===== config.mk =====
export PLATFORM = sky130hd
export DESIGN_NAME = esma_wheel
export DESIGN_NICKNAME = d
export VERILOG_FILES = /design/src/rtl/esma_pkg.sv /design/src/rtl/esma_wheel.sv
export SDC_FILE = /design/constraint.sdc
export NUM_CORES = 2
export LEC_CHECK = 0
export BUFFER_PORTS_ARGS = -buffer_cell sky130_fd_sc_hd__buf_4
export CAP_MARGIN = 20
export CORE_UTILIZATION = 55
export DETAILED_ROUTE_END_ITERATION = 12
export PLACE_DENSITY_LB_ADDON = 0.3
export SYNTH_ARGS = -nofsm -noshare
export SYNTH_HDL_FRONTEND = slang
export SYNTH_SLANG_ARGS = --single-unit

===== constraint.sdc =====
create_clock -name clk -period 11.8 [get_ports clk]
set_clock_uncertainty 0.05 [all_clocks]
set_input_delay 1.18 -clock clk [delete_from_list [all_inputs] [get_ports clk]]
set_output_delay 1.18 -clock clk [all_outputs]
set_load 0.01 [all_outputs]

===== src/rtl/esma_pkg.sv =====
package esma_pkg;

	localparam int WINDOW_LENGTH = 10;
	localparam int SLOT_W = $clog2(WINDOW_LENGTH);
	localparam int COUNT_W = 16;
	localparam int SPEED_W = 32;
	localparam int SCALE_W = 32;
	localparam int FRAC_W = 16;
	localparam int PROD_W = COUNT_W + SCALE_W;
	localparam int TOTAL_W = SPEED_W + SLOT_W;

	localparam logic [SCALE_W-1:0] SCALE_RESET = 32'h0001_0000;

	// reciprocal of the window length, exact for any total magnitude
	localparam int RECIP_SHIFT = TOTAL_W + SLOT_W;
	localparam int RECIP_W = TOTAL_W + 1;
	localparam logic [63:0] RECIP_FULL =
		((64'd1 << RECIP_SHIFT) + 64'(WINDOW_LENGTH) - 64'd1) / 64'(WINDOW_LENGTH);
	localparam logic [RECIP_W-1:0] RECIP = RECIP_FULL[RECIP_W-1:0];

	// split points for the partial products
	localparam int LO_W = (TOTAL_W + 1) / 2;
	localparam int HI_W = TOTAL_W - LO_W;
	localparam int RHI_W = RECIP_W - LO_W;
	localparam int SUM_W = TOTAL_W + RECIP_W;

	typedef struct packed {
		logic              accept;
		logic              adv;
		logic              upd;
		logic [SLOT_W-1:0] slot;
	} esma_ctrl_t;

endpackage


===== src/rtl/esma_wheel.sv =====
module esma_wheel import esma_pkg::*; (
	input  logic                      clk,
	input  logic                      arst_n,
	input  esma_ctrl_t                ctrl,
	input  logic [SCALE_W-1:0]        scale,
	input  logic [COUNT_W-1:0]        count,
	output logic signed [SPEED_W-1:0] speed,
	output logic signed [SPEED_W-1:0] speed_average
);

	logic [COUNT_W-1:0]        prev_q;
	logic signed [COUNT_W-1:0] delta_s1;
	logic signed [PROD_W-1:0]  prod_s2;
	logic signed [PROD_W:0]    prod_full;
	logic signed [SPEED_W-1:0] speed_c;
	logic signed [SPEED_W-1:0] win_q [WINDOW_LENGTH];
	logic signed [TOTAL_W-1:0] total_q;
	logic signed [TOTAL_W-1:0] total_nxt;
	logic signed [SPEED_W-1:0] speed_s3;
	logic signed [TOTAL_W-1:0] total_s3;
	logic [TOTAL_W-1:0]        mag;
	logic [LO_W+LO_W-1:0]      pp_ll_s4;
	logic [LO_W+RHI_W-1:0]     pp_lh_s4;
	logic [HI_W+LO_W-1:0]      pp_hl_s4;
	logic [HI_W+RHI_W-1:0]     pp_hh_s4;
	logic                      neg_s4;
	logic signed [SPEED_W-1:0] speed_s4;
	logic [SUM_W-1:0]          sum;
	logic [TOTAL_W-1:0]        quo;
	logic [TOTAL_W-1:0]        avg;
	logic signed [SPEED_W-1:0] speed_s5;
	logic signed [SPEED_W-1:0] avg_s5;

	// previous count advances with every accepted transaction
	always_ff @(posedge clk or negedge arst_n) begin
		if (!arst_n) begin
			prev_q <= '0;
		end else if (ctrl.accept) begin
			prev_q <= count;
		end
	end

	assign prod_full = delta_s1 * $signed({1'b0, scale});
	assign speed_c = prod_s2[PROD_W-1:FRAC_W];
	assign total_nxt = total_q + {{SLOT_W{speed_c[SPEED_W-1]}}, speed_c}
		- {{SLOT_W{win_q[ctrl.slot][SPEED_W-1]}}, win_q[ctrl.slot]};

	always_ff @(posedge clk) begin
		if (ctrl.adv) begin
			delta_s1 <= count - prev_q;
			prod_s2  <= prod_full[PROD_W-1:0];
			speed_s3 <= speed_c;
			total_s3 <= total_nxt;
		end
	end

	// sliding window and running total
	always_ff @(posedge clk or negedge arst_n) begin
		if (!arst_n) begin
			for (int i = 0; i < WINDOW_LENGTH; i++) begin
				win_q[i] <= '0;
			end
			total_q <= '0;
		end else if (ctrl.upd) begin
			win_q[ctrl.slot] <= speed_c;
			total_q <= total_nxt;
		end
	end

	// divide by the window length: reciprocal multiply in four pieces
	assign mag = total_s3[TOTAL_W-1] ? (~total_s3 + 1'b1) : total_s3;

	always_ff @(posedge clk) begin
		if (ctrl.adv) begin
			pp_ll_s4 <= mag[LO_W-1:0] * RECIP[LO_W-1:0];
			pp_lh_s4 <= mag[LO_W-1:0] * RECIP[RECIP_W-1:LO_W];
			pp_hl_s4 <= mag[TOTAL_W-1:LO_W] * RECIP[LO_W-1:0];
			pp_hh_s4 <= mag[TOTAL_W-1:LO_W] * RECIP[RECIP_W-1:LO_W];
			neg_s4   <= total_s3[TOTAL_W-1];
			speed_s4 <= speed_s3;
		end
	end

	assign sum = SUM_W'(pp_ll_s4)
		+ ((SUM_W'(pp_lh_s4) + SUM_W'(pp_hl_s4)) << LO_W)
		+ (SUM_W'(pp_hh_s4) << (2 * LO_W));
	assign quo = TOTAL_W'(sum >> RECIP_SHIFT);
	assign avg = neg_s4 ? (~quo + 1'b1) : quo;

	always_ff @(posedge clk) begin
		if (ctrl.adv) begin
			speed_s5 <= speed_s4;
			avg_s5   <= avg[SPEED_W-1:0];
		end
	end

	assign speed = speed_s5;
	assign speed_average = avg_s5;

endmodule


After elaboration in Yosys (flattened, before gate mapping)

Cells that the tools add are included.

Bits in registers: 740
Output and inout bits: 64
Logic and storage cells: 51

Add/sub/neg operators: 8
Multiply operators: 5
Order comparisons: 2
Mux-type cells: 8
Bitwise gates (word level): 3
Reductions and logical operators: 1

Operator list:

| operator                 | count |
|---|---|
| $bwmux W320              | 1 |
| $bmux W32 S4             | 1 |
| $demux W32 S4            | 1 |
| $mux W32                 | 4 |
| $add A57 B72 Y72         | 1 |
| $mul A18 B16 Y34 const B | 2 |
| $add A35 B56 Y57         | 1 |
| $mul A16 B33 Y48         | 1 |
| $add A37 B35 Y38         | 1 |
| $add A36 B1 Y36 const B  | 1 |
| $add A36 B36 Y36         | 1 |
| $mul A18 B18 Y36 const B | 1 |
| $mux W36                 | 1 |
| $not A36 Y36             | 1 |
| $sub A36 B36 Y36         | 1 |
| $mul A18 B18 Y35 const B | 1 |
| $add A32 B1 Y32 const B  | 1 |
| $not A32 Y32             | 1 |
| $sub A16 B16 Y16         | 1 |
| $ge A5 B5 Y1 const B     | 1 |
| $lt A5 B1 Y1 const B     | 1 |
| $not A4 Y5               | 1 |
| $logic_and A1 B1 Y1      | 1 |

Depth between registers and ports, before layout

Depth in word-level cells: 6
Depth in mapped cells: 34

Worst setup path after synthesis

No wires, ideal clock.

Kind: register -> register
From: register total_s3[0]
To: register pp_hl_s4[34], data pin
Setup time: 0.260 ns
Data arrival time: 7.579 ns
Slack: 3.912 ns
Stages on the path, launching flop included: 32
Period minus slack after synthesis: 7.888 ns
Cell sequence: edfxtp_1 inv_1 nand2_1 or4_1 or2_2 nand2b_1 nor2_1 inv_1 o31a_1 xnor2_1 inv_1 ha_1 xor2_1 ha_1 or2_2 fa_1 inv_1 fa_1 inv_1 fa_1 inv_1 fa_1 inv_1 ha_1 and3_1 a211o_1 a311o_1 a31oi_1 o21a_1 o21ai_0 a21oi_1 xnor2_1

Cells in the longest elaborated chain, start to end: 4

RTL lines:

| what                   | RTL line         | text |
|---|---|---|
| from (decl)            | esma_wheel.sv:20 | `logic signed [TOTAL_W-1:0] total_s3;` |
| from (signal assigned) | esma_wheel.sv:53 | `total_s3 <= total_nxt;` |
| $not A36 Y36           | esma_wheel.sv:71 | `assign mag = total_s3[TOTAL_W-1] ? (~total_s3 + 1'b1) : total_s3;` |
| $add A36 B1 Y36        | esma_wheel.sv:71 |  |
| $mux W36               | esma_wheel.sv:71 |  |
| $mul A18 B16 Y34       | esma_wheel.sv:77 | `pp_hl_s4 <= mag[TOTAL_W-1:LO_W] * RECIP[LO_W-1:0];` |
| to (signal assigned)   | esma_wheel.sv:77 |  |
| to (decl)              | esma_wheel.sv:24 | `logic [HI_W+LO_W-1:0] pp_hl_s4;` |

Every way passes these cells.
A chain may end at the register's enable or synchronous reset.

Final worst setup path

Same ends and word-level chain as after synthesis.

==> flow_summary.ini <==
[global_routing]
grt_pass1_wl_mm = 251
grt_usage_pct = 26.5
gr-total-overflow = 0
grt_pass1_vias = 46399
grt_max_degree = 120
antenna_found_initial = 5

[floorplan]
start_util_pct = 55.7
core-area_um2 = 117000
core.rowCount = 125
chipHeight_um = 346
die_x_um = 346
dieArea_um2 = 120000
ios = 121

[drt]
route.detailed.drc = 0
wire_per_inst_um = 19.6
drt_first_pass_iters = 6
drtIter0Drc = 3015
postRouteWirelength_mm = 154
vias = 43948
viasPerCell = 5.61
detail-route-antenna-nets = 0

[clocking]
clock_latency_ps = 700
postCtsSetupRepairBufs = 0
path_clk_slew_ps = 60
cts_resized = 0
cts_hold_buffers = 0
htreeDepth = 3
clock-sinks = 705
tritoncts.num_buffers = 81
clockBufferDepth = 3
tritoncts = yes
cts-root-buf = clkbuf_16

[place]
portBuffers = 120
dpl.hpwl_mm = 117
routabilityCongestion = 0.929

[timing]
worst_slew_pin_slew_ps = 987
finalHoldViolCount = 0
fmax_mhz = 111
fin_crit_ps = 8970
finalMaxSlewViolations = 0
finalSetupTns_ps = 0
fin_crit_sh_pct = 76.0
slew_headroom_pct = 34.1
setup_viol = 0
rsz0062_at_grt = false

[critical_path]
cp_max_fo = 8
crit_slowest_cell = fa_1
slowest_delay_ps = 590
critPathArrivalTime_ps = 9320
cp_num_buf_inv = 7
worstPathRequired_ps = 12150
start_kind = flop
cp-end-kind = flop
cp_common_cell = inv_1
path_delay_family = adder cells
rrSetupSlack_ps = 2830
crit_type = reg -> reg

[yosys]
syn_nets = 7625
synth_cell_type_count = 89
async_reset_ff_share_pct = 52.8
synth_top_area_share_pct = 22.8
yosysWarnings = 0
syn_area_um2 = 65000
synth-main-ff-cell = dfrtp_1
ys_ff_latch = 705
ys_top_cells_by_area = fa_1 23%, edfxtp_1 15%, dfrtp_1 14%, ha_1 12%, inv_1 6.8%
synth_top_cell_by_area = fa_1
syn_inst = 6208
synth_area_per_cell_um2 = 10.5
synth-edff-count = 333
yosysSeqAreaShare_pct = 29.7

[finish]
multi_input_area_um2 = 40500
final_cell_mix = 1174 x inv_1, 741 x fa_1, 681 x nand2_1, 619 x ha_1, 372 x dfrtp_1
drive_gt1_share_pct = 9.98
ff_latch_area_um2 = 19300
fillCellCount = 9583
mostFrequentLayoutCell = inv_1
nets = 7660
area_growth_pct = 8.19

[flow_run]
max-cap-violations = 0

[min_path]
hold_path_class = reg -> reg

[run_status]
status = complete, no violations
[worst paths after layout]
| check | start | endpoint | cells past startpoint |
|---|---|---|---|
| min in group asynchronous | arst_n | win_q[285]$_DFFE_PN0P_ | 1 |
| worst max register to register | total_s3[0]$_DFFE_PP_ | pp_hl_s4[34]$_DFFE_PP_ | 31 |
| worst min register to register | speed_s4[30]$_DFFE_PP_ | speed[30]$_DFFE_PP_ | 0 |
| worst max-delay path | total_s3[0]$_DFFE_PP_ | pp_hl_s4[34]$_DFFE_PP_ | 31 |
| worst min-delay path | speed_s4[30]$_DFFE_PP_ | speed[30]$_DFFE_PP_ | 0 |
| max in group asynchronous | arst_n | prev_q[1]$_DFFE_PN0P_ | 3 |
[metal layers]
layer  track usage, %  part of all wire, %  routed length (um)
met5                0                0.021                  33
met3             3.34                  5.2                7990
met2             45.3                   49               75300
met4             8.50                  3.1                4850
met1             35.0                   43               65700
[worst reg2reg max path: cells and delay by family, from the launching register on]
family                     cells  cell delay, ps
buffers and inverters          7             700
DFF                            1             540
adders and majority gates      7            3180
xor gates and xnor gates       3             540
AOI/OAI and AO/OA              7            1710
and+or+nand+nor                7            2020
[flip-flops by register name, summed over array words and instances, names as in the netlist, 33 cells and up]
| signal | flops |
|---|---|
| pp_hh_s4 | 35 |
| pp_hl_s4 | 33 |
| pp_lh_s4 | 36 |
| total_q | 36 |
| total_s3 | 36 |
| win_q | 320 |
[synthesized netlist by cell type (21+ instances only)]
library cell  instances
a21o_1               95
a21oi_1             167
a22oi_1              33
a31oi_1              27
and2_1              168
and3_1               27
clkbuf_1            195
dfrtp_1             372
edfxtp_1            333
fa_1                741
ha_1                619
inv_1              1174
mux2_2              202
mux4_2               63
nand2_1             682
nand2b_1             48
nand3_1              56
nor2_1              174
nor2b_1              25
nor3_1               41
o21a_1               37
o21ai_0             352
o21bai_1             22
or2_2                21
xnor2_1             197
xor2_1               83
[layout make-up]
type                            count  area share (%)
Timing Repair Buffer              164            1.82
Clock buffer                      100            3.20
Inverter                         1176            6.28
Clock inverter                     52           0.904
Antenna cell                        1         0.00356
Tap cell                         1524            2.71
Multi-Input combinational cell   4115            57.6
Sequential cell                   705            27.5
[stage by stage]
step                setup slack, ps  std cells  instance area, um^2  utilization (%)  hold WS (ps)
floorplan                      3910       6208                65000                -           350
global placement               2940       7683                67400             57.8           352
detailed placement             2810       7683                67400             57.8           355
CTS                            2810       7835                70300             60.2           356
global route                   2310       7837                70300             60.3           366
finish                         2830       7837                70300             60.3           352
[kinds of logic (layout without fill, tap and decap cells)]
logic type / Yosys count / after routing / synth area share (%)
other: 0 / 1 / 0
multiplexers: 266 / 266 / 5.70
AO/OA/AOI/OAI: 878 / 878 / 8.41
adder cells (fa/ha/maj): 1360 / 1360 / 34.7
flip-flops: 705 / 705 / 29.7
AND/OR/NAND/NOR: 1329 / 1329 / 9.56
XOR/XNOR: 282 / 282 / 3.85
buffers and inverters: 1388 / 1492 / 8.02
Power is left out: the tool's default activity adds up to more than one toggle a clock period on the data nets, which glitch-free logic cannot reach.
